## src/rtl/npe_pkg.sv

```systemverilog
// Shared types, constants and saturating helpers for the normalized polynomial evaluator.
// Used by every module of the block; depends on nothing.
`timescale 1ns / 1ps

package npe_pkg;

  // Fixed-point format and pipeline depth
  localparam int MAX_ORDER     = 4;
  localparam int FRAC_BITS     = 16;
  localparam int DATA_W        = 32;
  localparam int PROD_W        = 2 * DATA_W;
  localparam int ORDER_W       = 3;
  localparam int ORD_W         = $clog2(MAX_ORDER + 1);
  localparam int NUM_COEF_REGS = 5;
  localparam int NUM_REGS      = 3 + NUM_COEF_REGS;
  localparam int CFG_IDX_W     = $clog2(NUM_REGS);

  // Register indexes
  localparam logic [CFG_IDX_W-1:0] REG_ORDER     = CFG_IDX_W'(0);
  localparam logic [CFG_IDX_W-1:0] REG_CENTER    = CFG_IDX_W'(1);
  localparam logic [CFG_IDX_W-1:0] REG_INV_SCALE = CFG_IDX_W'(2);
  localparam int                   REG_COEF0     = 3;

  localparam logic signed [DATA_W-1:0] ONE_FX  = DATA_W'(64'd1 << FRAC_BITS);
  localparam logic signed [PROD_W-1:0] ROUND_P = PROD_W'(64'd1 << (FRAC_BITS - 1));
  localparam logic signed [DATA_W-1:0] SAT_MAX = {1'b0, {(DATA_W-1){1'b1}}};
  localparam logic signed [DATA_W-1:0] SAT_MIN = {1'b1, {(DATA_W-1){1'b0}}};

  // Saturated value with its overflow mark
  typedef struct packed {
    logic                     ovf;
    logic signed [DATA_W-1:0] val;
  } sat_t;

  // One word in flight between the pipeline sections
  typedef struct packed {
    logic                     valid;
    logic                     ovf;
    logic signed [DATA_W-1:0] u;
    logic signed [DATA_W-1:0] p;
    logic signed [DATA_W-1:0] acc;
  } pipe_t;

  // Clamp a one-bit-wider sum to the data range
  function automatic sat_t sat_wide(input logic signed [DATA_W:0] v);
    sat_t r;
    r.ovf = v[DATA_W] ^ v[DATA_W-1];
    if (r.ovf) begin
      r.val = v[DATA_W] ? SAT_MIN : SAT_MAX;
    end else begin
      r.val = v[DATA_W-1:0];
    end
    return r;
  endfunction

  // Drop the fraction bits of a rounded product (floor shift) and clamp
  function automatic sat_t round_sat(input logic signed [PROD_W-1:0] v);
    logic signed [PROD_W-1:0]     sh;
    logic        [PROD_W-DATA_W:0] top;
    sat_t                          r;
    sh    = v >>> FRAC_BITS;
    top   = sh[PROD_W-1:DATA_W-1];
    r.ovf = !((&top) || (~|top));
    if (r.ovf) begin
      r.val = sh[PROD_W-1] ? SAT_MIN : SAT_MAX;
    end else begin
      r.val = sh[DATA_W-1:0];
    end
    return r;
  endfunction

endpackage

```

## src/rtl/npe_front.sv

```systemverilog
// Front section: offset removal, scaling multiply and rounding to the normalized argument.
// Depends on npe_pkg.
`timescale 1ns / 1ps

module npe_front
  import npe_pkg::*;
(
  input  logic                     clk,
  input  logic                     rst_n,
  input  logic                     en,
  input  logic                     in_valid,
  input  logic signed [DATA_W-1:0] position,
  input  logic signed [DATA_W-1:0] center,
  input  logic signed [DATA_W-1:0] inv_scale,
  input  logic signed [DATA_W-1:0] coef0,
  output pipe_t                    pipe_o
);

  logic                     v0_r, v1_r, v2_r;
  logic signed [DATA_W-1:0] d_r;
  logic                     ovf0_r, ovf1_r, ovf2_r;
  logic signed [PROD_W-1:0] prod_r;
  logic signed [DATA_W-1:0] u_r;
  sat_t                     d_sat;
  sat_t                     u_sat;

  // offset removal, saturated
  always_comb begin
    d_sat = sat_wide((DATA_W + 1)'(position) - (DATA_W + 1)'(center));
  end

  assign u_sat = round_sat(prod_r);

  // valid bits
  always_ff @(posedge clk) begin
    if (!rst_n) begin
      v0_r <= 1'b0;
      v1_r <= 1'b0;
      v2_r <= 1'b0;
    end else if (en) begin
      v0_r <= in_valid;
      v1_r <= v0_r;
      v2_r <= v1_r;
    end
  end

  // payload stages: difference, product, normalized argument
  always_ff @(posedge clk) begin
    if (en) begin
      d_r    <= d_sat.val;
      ovf0_r <= d_sat.ovf;
      prod_r <= PROD_W'(d_r) * PROD_W'(inv_scale) + ROUND_P;
      ovf1_r <= ovf0_r;
      u_r    <= u_sat.val;
      ovf2_r <= ovf1_r | u_sat.ovf;
    end
  end

  // power 1 equals u exactly and term 0 equals coef0 exactly
  assign pipe_o.valid = v2_r;
  assign pipe_o.ovf   = ovf2_r;
  assign pipe_o.u     = u_r;
  assign pipe_o.p     = u_r;
  assign pipe_o.acc   = coef0;

endmodule

```

## config.mk

```make
export PLATFORM = sky130hd
export DESIGN_NAME = npe_front
export DESIGN_NICKNAME = d
export VERILOG_FILES = /design/src/rtl/npe_pkg.sv /design/src/rtl/npe_front.sv
export SDC_FILE = /design/constraint.sdc
export NUM_CORES = 2
export LEC_CHECK = 0
export BUFFER_PORTS_ARGS = -buffer_cell sky130_fd_sc_hd__buf_4
export CAP_MARGIN = 20
export CORE_UTILIZATION = 60
export DETAILED_ROUTE_END_ITERATION = 7
export PLACE_DENSITY_LB_ADDON = 0.25
export SETUP_SLACK_MARGIN = 0.05
export SYNTH_ARGS = -nofsm -noshare
export SYNTH_HDL_FRONTEND = slang
export SYNTH_SLANG_ARGS = --single-unit
```

## constraint.sdc

```tcl
create_clock -name clk -period 12.55 [get_ports clk]
set_input_delay 0.6275 -clock clk [delete_from_list [all_inputs] [get_ports clk]]
set_output_delay 0.6275 -clock clk [all_outputs]
set_load 0.005 [all_outputs]
```

==> metrics.cfg <==
[clocking]
cts_buffers=17
cts_buffer_depth=2
clk_pin_slew_ns=0.07
h-tree-depth=4
holdBufCountCts=0
clkSinkCount=118
cts_resized=0
cts_tree=yes
insertion_delay_ns=0.47
clockRootBuffer=clkbuf_16
post-cts-setup-buffers=0

[global_routing]
grt_max_degree=63
track_usage_pct=31.1
grt_pass1_wl_um=169000
grt-ovfl-total=0
antenna_found_initial=2
grt_pass1_vias=32100

[synth]
synth_nets=5686
synth_edf_count=115
async_flop_share_pct=0
syn_avg_cell_area_um2=9.77
synth_seq_area_share_pct=8.44
ys_ff_latch=118
synthesis.area_um2=41600
yosysWarnings=0
ys.flop_type=edfxtp_1
syn_inst=4262
yosysUniqueCellTypes=72

[cells_and_area]
fin_nets=5635
area_growth_syn_to_layout_pct=4.97
final_cells=5160
drive_gt1_share_pct=6.04

[worst_setup_path]
crit_start=d_r[31]
start_kind=register
cp_max_fo=10
r2r-start=d_r[31]
worst_setup_path_end_kind=register
critPathKind=reg2reg
worstPathArrival_ns=9.26
worstPathRequired_ns=12.77

[timing]
rsz0062_at_grt=no
fin_crit_ns=9.04
hold_ws_ns=0.384
clock_skew_ns=0.0184
slew-limit-headroom_pct=37.9
finalHoldViolCount=0
worst_slew_pin_slew_ns=0.932
maxSlewViolCount=0
max_freq_mhz=111
tns_ns=0
setup_violations=0
fin_crit_sh_pct=72.1

[run]
maxCapViolations=0

[worst_hold_path]
hold_class=in2reg
min-delay-start=rst_n

[floorplan]
core_area_um2=68600
io_pins=230
die_w_um=265
die-area_um2=70500
fp.dieH_um=265
rows=96
initial_core_util_pct=60.7

[run_status]
outcome=finished, violations left
violations=antenna violations

[routing]
drtAntennaViolNets=1
vias=28400
wl_per_cell_um=19.5
drc_errors=0
drtIter0Drc=1655
routed_via_density=5.51
drtPass1Iterations=6
wirelength_um=101000

[place]
gp_congestion=0.887
dpl.cell_count=5122
dpl.hpwl_um=77900
port_buffers=165

-- kinds of logic after synthesis --
logic type	count (synthesis)	synth area share, %
simple gates	1194	14.5
buf+inv	1295	12.3
mux	5	0.123
xor+xnor	90	1.89
fa+ha+maj	1303	58.6
flops	118	8.44
compound gates	257	4.18
-- placed cells by master, fill, tap and decap left out, types with 5 or more instances in the layout --
master | Yosys | final
fa_1 | 1083 | 1083
inv_1 | 1019 | 1019
nand2_1 | 516 | 516
and2_1 | 516 | 516
ha_1 | 209 | 209
buf_4 | 67 | 204
edfxtp_1 | 115 | 115
a21oi_1 | 79 | 79
a21o_1 | 66 | 66
xnor2_1 | 61 | 61
nor2_1 | 57 | 56
o21ai_0 | 34 | 34
xor2_1 | 29 | 29
nand3_1 | 18 | 18
nand4_1 | 17 | 17
clkbuf_16 | 0 | 17
nand2b_1 | 16 | 16
nor3_1 | 13 | 13
o21bai_1 | 13 | 13
nor2b_1 | 12 | 12
maj3_1 | 11 | 11
and3_1 | 8 | 8
a31oi_1 | 8 | 8
nor4_1 | 6 | 6
diode_2 | 0 | 5
a211oi_1 | 5 | 5
o21a_1 | 5 | 5
o31ai_1 | 6 | 5
inv_6 | 0 | 5
-- registers in the layout (all words and copies together), names as in the netlist --
| name | cells |
|---|---|
| d_r | 32 |
| ovf2_r | 1 |
| v1_r | 1 |
| ovf0_r | 1 |
| v2_r | 1 |
| prod_r | 48 |
| ovf1_r | 1 |
| v0_r | 1 |
| u_r | 32 |
-- cell usage after synthesis (all sizes together), types with 6 or more instances --
cell type / number / area (um2)
nand3: 18 / 90.1
inv: 1019 / 3820
maj3: 11 / 110
and2: 516 / 3230
o31ai: 6 / 45.0
o21ai: 37 / 196
clkbuf: 200 / 752
nand2: 516 / 1940
buf: 75 / 539
and3: 8 / 50.1
ha: 209 / 2620
nor4: 6 / 37.5
a31oi: 10 / 83.8
xnor2: 61 / 534
nor3: 14 / 75.1
fa: 1083 / 21700
nor2: 57 / 214
nand4: 17 / 106
nor2b: 12 / 75.1
edfxtp: 115 / 3450
a21o: 66 / 495
o21bai: 13 / 97.6
a21oi: 80 / 404
xor2: 29 / 254
nand2b: 16 / 100
-- critical path, stage by stage (launching register included) --
cell	delay (ns)
edfxtp_1	0.59
nand2_1	0.24
inv_1	0.09
fa_1	0.48
inv_1	0.33
fa_1	0.49
inv_1	0.22
fa_1	0.50
fa_1	0.89
inv_1	0.38
fa_1	0.59
inv_1	0.06
fa_1	0.53
inv_1	0.05
fa_1	0.50
inv_1	0.07
fa_1	0.46
ha_1	0.34
and3_1	0.23
a221oi_1	0.33
o21ai_0	0.16
a31oi_1	0.24
o21ai_0	0.15
a31oi_2	0.31
o211ai_2	0.17
nor4_1	0.28
nor3_1	0.08
-- stage by stage --
step | util [%] | worst slack, ns | cell area [um2]
floorplan | - | 4.39 | 41600
global placement | 62.8 | 3.20 | 43100
global route | 63.7 | 3.01 | 43700
detailed placement | 62.8 | 3.02 | 43100
finish | 63.7 | 3.51 | 43700
CTS | 63.7 | 2.95 | 43700
-- path summary, 6_finish.rpt --
| check | end | slack (ns) | depth (start not counted) |
|---|---|---|---|
| worst max register to register | prod_r[63] | 3.51 | 26 |
| worst min register to register | ovf1_r | 0.42 | 0 |
| worst max-delay path | prod_r[63] | 3.51 | 26 |
| worst min-delay path | v0_r | 0.38 | 2 |
-- layer usage --
| layer | vias to the layer above | global-route usage [%] | part of all wire (%) |
|---|---|---|---|
| li1 | 12200 | - | - |
| met1 | 14900 | 39.0 | 38 |
| met2 | 1068 | 52.8 | 50 |
| met3 | 254 | 6.59 | 7.9 |
| met4 | 4 | 12.2 | 3.9 |
| met5 | - | 0 | 0.019 |
-- area by class of cell --
cell class                      instances  area (um2)
Antenna cell                            5        12.5
Clock buffer                           17         425
Clock inverter                         15         181
Fill cell                            5554       24900
Inverter                             1020        3830
Multi-Input combinational cell       2849       33000
Sequential cell                       118        3510
Tap cell                              931        1160
Timing Repair Buffer                  205        1560
Power is not shown: default switching activity piles up to over one toggle a cycle in this logic, so the estimate is an artifact.
