$ cat config.mk
export PLATFORM = sky130hd
export DESIGN_NAME = npe_skid
export DESIGN_NICKNAME = d
export VERILOG_FILES = /design/src/rtl/npe_pkg.sv /design/src/rtl/npe_skid.sv
export SDC_FILE = /design/constraint.sdc
export NUM_CORES = 1
export LEC_CHECK = 0
export BUFFER_PORTS_ARGS = -buffer_cell sky130_fd_sc_hd__buf_2
export CORE_MARGIN = 2
export CORE_UTILIZATION = 50
export CTS_BUF_LIST = sky130_fd_sc_hd__clkbuf_8
export DETAILED_ROUTE_END_ITERATION = 6
export PLACE_DENSITY = 0.87
export SYNTH_ARGS = -nofsm -noshare
export SYNTH_HDL_FRONTEND = slang
export SYNTH_SLANG_ARGS = --single-unit
$ cat constraint.sdc
create_clock -name clk -period 7.8 [get_ports clk]
set_input_delay 1.56 -clock clk [delete_from_list [all_inputs] [get_ports clk]]
set_output_delay 1.56 -clock clk [all_outputs]
set_load 0.02 [all_outputs]
$ cat src/rtl/npe_pkg.sv
// Shared types, constants and saturating helpers for the normalized polynomial evaluator.
// Used by every module of the block; depends on nothing.
`timescale 1ns / 1ps

package npe_pkg;

  // Fixed-point format and pipeline depth
  localparam int MAX_ORDER     = 4;
  localparam int FRAC_BITS     = 16;
  localparam int DATA_W        = 32;
  localparam int PROD_W        = 2 * DATA_W;
  localparam int ORDER_W       = 3;
  localparam int ORD_W         = $clog2(MAX_ORDER + 1);
  localparam int NUM_COEF_REGS = 5;
  localparam int NUM_REGS      = 3 + NUM_COEF_REGS;
  localparam int CFG_IDX_W     = $clog2(NUM_REGS);

  // Register indexes
  localparam logic [CFG_IDX_W-1:0] REG_ORDER     = CFG_IDX_W'(0);
  localparam logic [CFG_IDX_W-1:0] REG_CENTER    = CFG_IDX_W'(1);
  localparam logic [CFG_IDX_W-1:0] REG_INV_SCALE = CFG_IDX_W'(2);
  localparam int                   REG_COEF0     = 3;

  localparam logic signed [DATA_W-1:0] ONE_FX  = DATA_W'(64'd1 << FRAC_BITS);
  localparam logic signed [PROD_W-1:0] ROUND_P = PROD_W'(64'd1 << (FRAC_BITS - 1));
  localparam logic signed [DATA_W-1:0] SAT_MAX = {1'b0, {(DATA_W-1){1'b1}}};
  localparam logic signed [DATA_W-1:0] SAT_MIN = {1'b1, {(DATA_W-1){1'b0}}};

  // Saturated value with its overflow mark
  typedef struct packed {
    logic                     ovf;
    logic signed [DATA_W-1:0] val;
  } sat_t;

  // One word in flight between the pipeline sections
  typedef struct packed {
    logic                     valid;
    logic                     ovf;
    logic signed [DATA_W-1:0] u;
    logic signed [DATA_W-1:0] p;
    logic signed [DATA_W-1:0] acc;
  } pipe_t;

  // Clamp a one-bit-wider sum to the data range
  function automatic sat_t sat_wide(input logic signed [DATA_W:0] v);
    sat_t r;
    r.ovf = v[DATA_W] ^ v[DATA_W-1];
    if (r.ovf) begin
      r.val = v[DATA_W] ? SAT_MIN : SAT_MAX;
    end else begin
      r.val = v[DATA_W-1:0];
    end
    return r;
  endfunction

  // Drop the fraction bits of a rounded product (floor shift) and clamp
  function automatic sat_t round_sat(input logic signed [PROD_W-1:0] v);
    logic signed [PROD_W-1:0]     sh;
    logic        [PROD_W-DATA_W:0] top;
    sat_t                          r;
    sh    = v >>> FRAC_BITS;
    top   = sh[PROD_W-1:DATA_W-1];
    r.ovf = !((&top) || (~|top));
    if (r.ovf) begin
      r.val = sh[PROD_W-1] ? SAT_MIN : SAT_MAX;
    end else begin
      r.val = sh[DATA_W-1:0];
    end
    return r;
  endfunction

endpackage

$ cat src/rtl/npe_skid.sv
// Output register with a skid stage; holds the pipeline when both are full.
// Depends on npe_pkg.
`timescale 1ns / 1ps

module npe_skid
  import npe_pkg::*;
(
  input  logic                     clk,
  input  logic                     rst_n,
  input  pipe_t                    pipe_i,
  output logic                     en,
  output logic                     out_valid,
  input  logic                     out_ready,
  output logic signed [DATA_W-1:0] out_value,
  output logic                     out_ovf
);

  logic                     out_valid_r, out_valid_nxt;
  logic                     skid_valid_r, skid_valid_nxt;
  logic signed [DATA_W-1:0] out_value_r, out_value_nxt, skid_value_r;
  logic                     out_ovf_r, out_ovf_nxt, skid_ovf_r;
  logic                     load_skid;

  assign en = !skid_valid_r;

  // next state of the two slots
  always_comb begin
    out_valid_nxt  = out_valid_r;
    out_value_nxt  = out_value_r;
    out_ovf_nxt    = out_ovf_r;
    skid_valid_nxt = skid_valid_r;
    load_skid      = 1'b0;
    if (out_valid_r && !out_ready) begin
      if (en && pipe_i.valid) begin
        skid_valid_nxt = 1'b1;
        load_skid      = 1'b1;
      end
    end else if (skid_valid_r) begin
      out_valid_nxt  = 1'b1;
      out_value_nxt  = skid_value_r;
      out_ovf_nxt    = skid_ovf_r;
      skid_valid_nxt = 1'b0;
    end else begin
      out_valid_nxt = pipe_i.valid;
      out_value_nxt = pipe_i.acc;
      out_ovf_nxt   = pipe_i.ovf;
    end
  end

  always_ff @(posedge clk) begin
    if (!rst_n) begin
      out_valid_r  <= 1'b0;
      skid_valid_r <= 1'b0;
    end else begin
      out_valid_r  <= out_valid_nxt;
      skid_valid_r <= skid_valid_nxt;
    end
  end

  always_ff @(posedge clk) begin
    out_value_r <= out_value_nxt;
    out_ovf_r   <= out_ovf_nxt;
    if (load_skid) begin
      skid_value_r <= pipe_i.acc;
      skid_ovf_r   <= pipe_i.ovf;
    end
  end

  assign out_valid = out_valid_r;
  assign out_value = out_value_r;
  assign out_ovf   = out_ovf_r;

endmodule

==> out/metrics.cfg, run 1 <==
[status]
status=finished clean

[clocking]
ctsHoldBuffers=0
cts.sinks=68
post_cts_buffers=0
cts_resized=0
root_buffer=clkbuf_8
clkLatencyLatePin_ns=0.33
cts_buffer_depth=2
htreeDepth=3
cts.clk_slew.worst_paths_ns=0.07
numCtsBuffers=9
cts_tree=yes

[pwr]
p_comb_share_pct=8.2
ir_drop_mv=0.151
power_frac_clock_pct=38.0
power_w=0.000795
power.internal_w=0.000630
power_density_nw_per_um2=247
pwr-share-seq_pct=53.7
p_sw_share_pct=20.8
p_leak_nw=1.27
switching_power_w=0.000166

[cells_and_area]
drive_above_1_share_pct=64.3
ff_latch_area_sq_um=2020
insertedDiodeCount=0
final_nets=292
fill_cells=383
areaGrowthSynthToFinish_pct=23.4
stdcell_area_sq_um=3220
multi_input_area_sq_um=520

[global_routing]
grt_max_degree=37
antenna_found_initial=0
grt_pass1_vias=1347
grt_pass1_wl_microns=6370
grt.total_usage_pct=14.6
grt_overflow=0

[worst_setup_path]
worstPathArrival_ns=1.68
worstPathRequired_ns=6.24
cpMaxStageDelayCell=dfxtp_2
cp-end-kind=output pin
slowest_delay_ns=1.08
crit_path_start_kind=flop
cp_max_fo=36
crit_family=flip-flops
crit_chain=inv_1 -> buf_2
path_buf_inv=2
path_class=flop to output pin

[drt]
drc=0
firstDrtPassIters=4
initialDrtViolationCount=63
vias=1249
ant_nets=0
vias_per_cell=4.70
post_drt_wl_per_cell_microns=14.7
wl_microns=3910

[timing]
post-route-min-period_ns=3.24
finalSetupTns_ns=0
hold_violations=0
fin_crit_sh_pct=41.6
rsz0062_at_grt=false
relSlewSlack_pct=24.7
setup_violations=0
worst_pin_slew_ns=1.13
final-max-slew-violation-count=0
fmax_ghz=0.309
finClkSkew_ns=0.00624

[yosys]
yosysTopAreaCell=edfxtp_1
syn_inst=111
avgSynthCellArea_sq_um=23.5
ys_top_cells_by_area=edfxtp_1, mux2_4, mux2_2
seq_area_frac_synth_pct=77.5
synth_top_cell_area_share_pct=75.9
synthesis.area_sq_um=2610
ys_ff_latch=68
syn-num-nets=212
ys_types=12
synth_warnings=0

[die]
die_w_microns=76.3
start_util_pct=51.4
die_h_microns=76.3
ioPinCount=136
core_sq_um=5070
dieArea_sq_um=5810
rows=26

[place]
port_buffers=71
dp_hpwl_microns=2680
placed_area_sq_um=3010
globalplace.congestion=0.682

[min_path]
hold_class=flop to flop

[flow_run]
drv_cap=0

==> per-layer routing <==
metal,track usage [%],wire (microns),vias up
li1,-,-,602
met1,16.7,1660,594
met3,4.86,221,5
met2,25.0,1980,48
met5,0,0,-
met4,6.55,42,0
==> power groups by stage <==
stage | clock (W) | sequential, W | combinational [W]
finish | 0.000303 | 0.000427 | 0.0000654
global route | 0.000325 | 0.000429 | 0.0000698
CTS | 0.000312 | 0.000428 | 0.0000665
detailed placement | 0 | 0.000436 | 0.0000664
global placement | 0 | 0.000435 | 0.0000647
floorplan | 0 | 0.000453 | 0.0000227
==> cell usage in the layout (no fill, tap or decap) <==
cell type / Yosys / final
nor2_2: 1 / 1
clkbuf_8: 0 / 9
inv_1: 1 / 2
mux2_4: 27 / 27
edfxtp_1: 66 / 66
a21boi_0: 1 / 1
clkinvlp_4: 0 / 2
dfxtp_1: 2 / 1
buf_4: 0 / 2
mux2_2: 6 / 6
bufinv_16: 0 / 2
nor3b_2: 1 / 2
dfxtp_2: 0 / 1
clkinv_2: 0 / 1
buf_2: 0 / 71
clkinv_4: 0 / 1
nand2b_2: 0 / 1
==> path summary, 6_finish.rpt <==
path | start | cells after the start | endpoint | slack [ns]
max | skid_valid_r$_SDFFE_PN0P_ | 2 | en | 4.56
min | skid_value_r[28]$_DFFE_PP_ | 1 | out_value[28]$_DFFE_PN_ | 0.55
max reg2reg | out_valid$_SDFFE_PN0N_ | 3 | skid_value_r[20]$_DFFE_PP_ | 5.95
min reg2reg | skid_value_r[28]$_DFFE_PP_ | 1 | out_value[28]$_DFFE_PN_ | 0.55
==> cell type report <==
| type | count | area share (%) |
|---|---|---|
| Sequential cell | 68 | 62.8 |
| Clock inverter | 7 | 2.87 |
| Clock buffer | 9 | 3.84 |
| Inverter | 1 | 0.117 |
| Multi-Input combinational cell | 38 | 16.2 |
| Tap cell | 70 | 2.72 |
| Timing Repair Buffer | 73 | 11.5 |
==> Yosys cell counts <==
cell      number
a21boi_0       1
buf_12         3
buf_6          1
dfxtp_1        2
edfxtp_1      66
inv_1          1
mux2_2         6
mux2_4        27
nand2b_1       1
nor2_2         1
nor3b_1        1
nor3b_2        1
==> metrics by stage <==
step | std cells | hold slack [ns] | setup slack (ns) | utilization [%]
global route | 266 | 0.561 | 4.43 | 63.5
CTS | 266 | 0.548 | 4.49 | 63.5
detailed placement | 250 | 0.534 | 4.49 | 59.2
global placement | 250 | 0.528 | 4.52 | 59.2
finish | 266 | 0.549 | 4.56 | 63.5
floorplan | 111 | 0.523 | 2.36 | -
==> cells by family (layout without fill, tap and decap cells) <==
group	count (synthesis)	after routing	synth area share, %
compound gates	1	1	0.288
simple gates	4	4	1.25
mux	33	33	18.1
buf+inv	5	90	2.88
flops	68	68	77.5
==> worst register-to-register path: stages (launching register included) <==
cell and delay [ns]:
dfxtp_1 0.36, nand2b_2 0.50, nor3b_2 0.38, buf_4 0.29
==> sequential cells by signal (all words and copies together) (netlist names) <==
| register | flops |
|---|---|
| out_ovf | 1 |
| out_value | 32 |
| skid_value_r | 32 |
| skid_ovf_r | 1 |
| skid_valid_r | 1 |
| out_valid | 1 |
Note: power is estimated with default switching activity, not from simulation.
==> inputs of run 2 (changes only) <==
- CORE_UTILIZATION: 50 -> 46
- PLACE_DENSITY: 0.87 -> 0.81
- clock period: 7.8 -> 3.4 ns (I/O delays scaled with it)
==> out/metrics.cfg, run 2 (synthesis gave the netlist of run 1 again) <==
[status]
status=finished clean

[clocking]
htreeDepth=3
cts.sinks=68
post_cts_buffers=0
numCtsBuffers=9
clkLatencyLatePin_ns=0.33
root_buffer=clkbuf_8
cts.clk_slew.worst_paths_ns=0.07
cts_buffer_depth=2
cts_resized=0
ctsHoldBuffers=0
cts_tree=yes

[place]
globalplace.congestion=0.723
place_ws_ns=1.29
placed_area_sq_um=3030
port_buffers=71
dp_hpwl_microns=2740

[die]
start_util_pct=47.4
rows=27
die_w_microns=79.3
core_sq_um=5510
die_h_microns=79.3
dieArea_sq_um=6290
ioPinCount=136

[worst_setup_path]
slowest_delay_ns=0.62
cp-end-kind=output pin
cpMaxStageDelayCell=dfxtp_2
worstPathArrival_ns=1.19
worstPathRequired_ns=2.72
crit_family=flip-flops
crit_path_start_kind=flop
path_class=flop to output pin
path_buf_inv=2
cp_max_fo=15
rr_startpoint=skid_valid_r$_SDFFE_PN0P_
rrSetupSlack_ns=1.72
reg2regPathDepth=2
worstReg2RegEnd=out_value[1]$_DFFE_PN_
crit_chain=inv_1 -> buf_2

[timing]
post-route-min-period_ns=1.87
finClkSkew_ns=0.00855
timing.hold.ws_ns=0.534
hold_violations=0
fin_crit_sh_pct=55.0
fmax_ghz=0.535
finalSetupTns_ns=0
relSlewSlack_pct=69.8
setup_violations=0
setup_slack_ns=1.53
worst_pin_slew_ns=0.452
final-max-slew-violation-count=0
rsz0062_at_grt=false

[cells_and_area]
mostFrequentLayoutCell=buf_2
insertedDiodeCount=0
final_nets=294
final_core_util_pct=58.7
drive_above_1_share_pct=65.2
areaGrowthSynthToFinish_pct=23.8
final_cell_mix=buf_2, edfxtp_1, mux2_4
stdcell_area_sq_um=3230

[drt]
wl_microns=3840
firstDrtPassIters=4
ant_nets=0
initialDrtViolationCount=46
vias=1241
vias_per_cell=4.60
post_drt_wl_per_cell_microns=14.2
drc=0

[min_path]
hold_end=skid_value_r[22]$_DFFE_PP_
hp-start=pipe_i[22]
hold_class=primary input to flop
holdPathStages=1

[global_routing]
grt_pass1_wl_microns=5980
grt_overflow=0
grt_pass1_vias=1218
antenna_found_initial=0
grt.total_usage_pct=13.3
grt_max_degree=36

[flow_run]
drv_cap=0

[pwr]
ir_drop_mv=0.293
p_leak_nw=1.28
power_density_nw_per_um2=550

run 2: through the flow:
stage	std cells	total power [W]
4_1_cts	270	0.00180
2_1_floorplan	111	0.00109
5_1_grt	270	0.00185
3_5_place_dp	254	0.00115
3_3_place_gp	254	0.00115
6_report	270	0.00178
run 2: area by class of cell:
type,instances,area (sq um)
fill,405,2280
sequential,68,2020
multi-input combinational,38,527
timing repair buffer,75,385
clock buffer,10,138
tap,72,90.1
clock inverter,6,63.8
inverter,1,3.75
run 2: metal layers:
metal,global-route usage [%],part of all wire [%]
met3,4.32,6.1
met5,0,0
met1,16.0,43
met2,20.4,48
met4,8.79,2.6
run 2: how the worst max path moves through the flow:
stage	startpoint	to	cells past startpoint
after floorplan	out_ready	skid_ovf_r$_DFFE_PP_	2
after global placement	out_ready	skid_value_r[22]$_DFFE_PP_	4
after detailed placement	out_ready	skid_value_r[18]$_DFFE_PP_	4
after CTS	skid_valid_r$_SDFFE_PN0P_	en	2
after global routing	skid_valid_r$_SDFFE_PN0P_	en	2
final	skid_valid_r$_SDFFE_PN0P_	en	2
run 2: power breakdown:
part	switching [W]	leakage (nW)	total [W]	internal [W]
Clock	0.000290	0.0983	0.000647	0.000357
Combinational	0.0000845	0.520	0.000154	0.0000696
Sequential	0.0000108	0.659	0.000977	0.000966
==> inputs of run 3 (changes only) <==
- ABC_AREA: default -> 1
- CORE_UTILIZATION: 46 -> 42
- PLACE_DENSITY: 0.81 -> 0.78
- clock period: 3.4 -> 1.56 ns (I/O delays scaled with it)
==> out/metrics.cfg, run 3 <==
[yosys]
synthesis.area_sq_um=2570
ys.flop_type=edfxtp_1
synth_top_cell_area_share_pct=77.2
syn_inst=184
syn-num-nets=285
ys_ff_latch=68
ys_types=12
yosysTopAreaCell=edfxtp_1
synth_edf_count=66
ys_top_cells_by_area=edfxtp_1, nand2_1, nand2_2
avgSynthCellArea_sq_um=14.0
yosys-top-cells-count=nand2_1, edfxtp_1, nand2_2, buf_6, nor2_1
synth_most_common_cell=nand2_1
synth_warnings=0
seq_area_frac_synth_pct=78.8
async_flop_share_pct=0

[global_routing]
antenna_found_initial=1
grt_overflow=0
grt.total_usage_pct=15.2
grt_max_degree=36
grt_pass1_wl_microns=7200
grt_pass1_vias=1587

[pwr]
switching_power_w=0.000883
power_frac_clock_pct=34.9
ir_drop_mv=0.568
power.internal_w=0.00296
power_density_nw_per_um2=1200
pwr-share-seq_pct=55.8
p_leak_nw=1.37
p_sw_share_pct=23.0
p_comb_share_pct=9.3

[cells_and_area]
final_nets=366
mostFrequentLayoutCell=nand2_1
final_cell_mix=nand2_1, buf_2, edfxtp_1
drive_above_1_share_pct=40.7
multi_input_area_sq_um=465
ff_latch_area_sq_um=2020
fill_cells=529
areaGrowthSynthToFinish_pct=24.6

[timing]
finalSetupTns_ns=0
final-max-slew-violation-count=0
rsz0062_at_grt=false
hold_violations=0
timing.hold.ws_ns=0.164
finClkSkew_ns=0.00438
fin_crit_sh_pct=86.6
setup_violations=0
relSlewSlack_pct=75.8
fmax_ghz=0.740
post-route-min-period_ns=1.35
worst_pin_slew_ns=0.363

[clocking]
cts.sinks=68
cts_buffer_depth=2
htreeDepth=3
clkLatencyLatePin_ns=0.33
numCtsBuffers=9
root_buffer=clkbuf_8
cts_resized=0
cts_tree=yes
post_cts_buffers=0
cts.clk_slew.worst_paths_ns=0.07
ctsHoldBuffers=0

[drt]
initialDrtViolationCount=65
vias=1552
firstDrtPassIters=4
drc=0
wl_microns=4480
vias_per_cell=4.49
post_drt_wl_per_cell_microns=12.9
ant_nets=0

[worst_setup_path]
cpMaxStageDelayCell=dfxtp_1
path_class=flop to output pin
cp_max_fo=15
cp-end-kind=output pin
slowest_delay_ns=0.43
crit_path_start_kind=flop
crit_start=skid_valid_r$_SDFFE_PN0P_
worstPathArrival_ns=1.04
rr_startpoint=skid_valid_r$_SDFFE_PN0P_
worstPathRequired_ns=1.25
crit_chain=inv_8 -> buf_2

[die]
die_h_microns=82.2
ioPinCount=136
die_w_microns=82.2
start_util_pct=43.4
dieArea_sq_um=6750
core_sq_um=5920
rows=28

[min_path]
hold_class=primary input to flop
hp-start=pipe_i[0]

[status]
status=finished clean

[place]
port_buffers=71
globalplace.congestion=0.652
dp_hpwl_microns=3010

[flow_run]
drv_cap=0

[run 3: cell count changes after synthesis, moves of 2 or more]
cell | before | now
nand2_2 | 0 | 15
nand2_1 | 0 | 87
mux2_2 | 6 | 0
buf_6 | 1 | 3
nor2_1 | 0 | 3
buf_4 | 0 | 2
mux2_4 | 27 | 0
[run 3: critical path, delay by kind of cell, from the launching register on]
family / cells / cell delay, ns
buffers and inverters: 2 / 0.27
DFF: 1 / 0.43
[run 3: metal layers]
layer	vias up	wire (microns)	share of wire [%]	GRT usage [%]
li1	782	-	-	-
met1	711	1810	40	17.5
met2	51	2220	50	24.1
met3	8	359	8.0	6.85
met4	0	81	1.8	7.00
met5	-	0	0	0
[run 3: layout make-up]
class                   count  share of cell area [%]
inverters                   2                   0.587
repair buffers             77                    12.9
clock inverters             7                    1.84
flip-flops and latches     68                    63.2
clock buffers               9                    3.87
well taps                  75                    2.93
diodes                      1                  0.0782
multi-input cells         107                    14.5
[run 3: final timing paths]
kind,cells past startpoint,slack (ns),to
setup / recovery,2,0.21,en
hold / removal,1,0.16,skid_value_r[0]$_DFFE_PP_
setup reg to reg,4,0.31,skid_value_r[18]$_DFFE_PP_
hold reg to reg,2,0.52,out_value[14]$_DFFE_PN_
[run 3: power groups by stage]
| stage | Combinational (W) | Clock (W) | Sequential (W) |
|---|---|---|---|
| after CTS | 0.000364 | 0.00139 | 0.00215 |
| after global placement | 0.000352 | 0 | 0.00218 |
| final | 0.000356 | 0.00134 | 0.00215 |
| after floorplan | 0.000103 | 0 | 0.00229 |
| after detailed placement | 0.000363 | 0 | 0.00219 |
| after global routing | 0.000393 | 0.00146 | 0.00216 |
[run 3: per-stage QoR]
step,area [sq um],setup slack [ns],power (W),util (%),std cells
after floorplan,2600,0.00358,0.00239,-,184
after global placement,3010,0.300,0.00254,50.9,329
after detailed placement,3010,0.299,0.00255,50.9,329
after CTS,3200,0.177,0.00390,54.0,345
after global routing,3200,0.154,0.00401,54.0,345
final,3200,0.209,0.00384,54.0,346
[run 3: logic make-up (layout without fill, tap and decap cells)]
logic type	count (synthesis)	count (layout)	synth area share, %
AO/OA/AOI/OAI	1	1	0.195
buffers and inverters	9	95	4.04
other	0	1	0
flip-flops	68	68	78.8
AND/OR/NAND/NOR	106	106	17.0
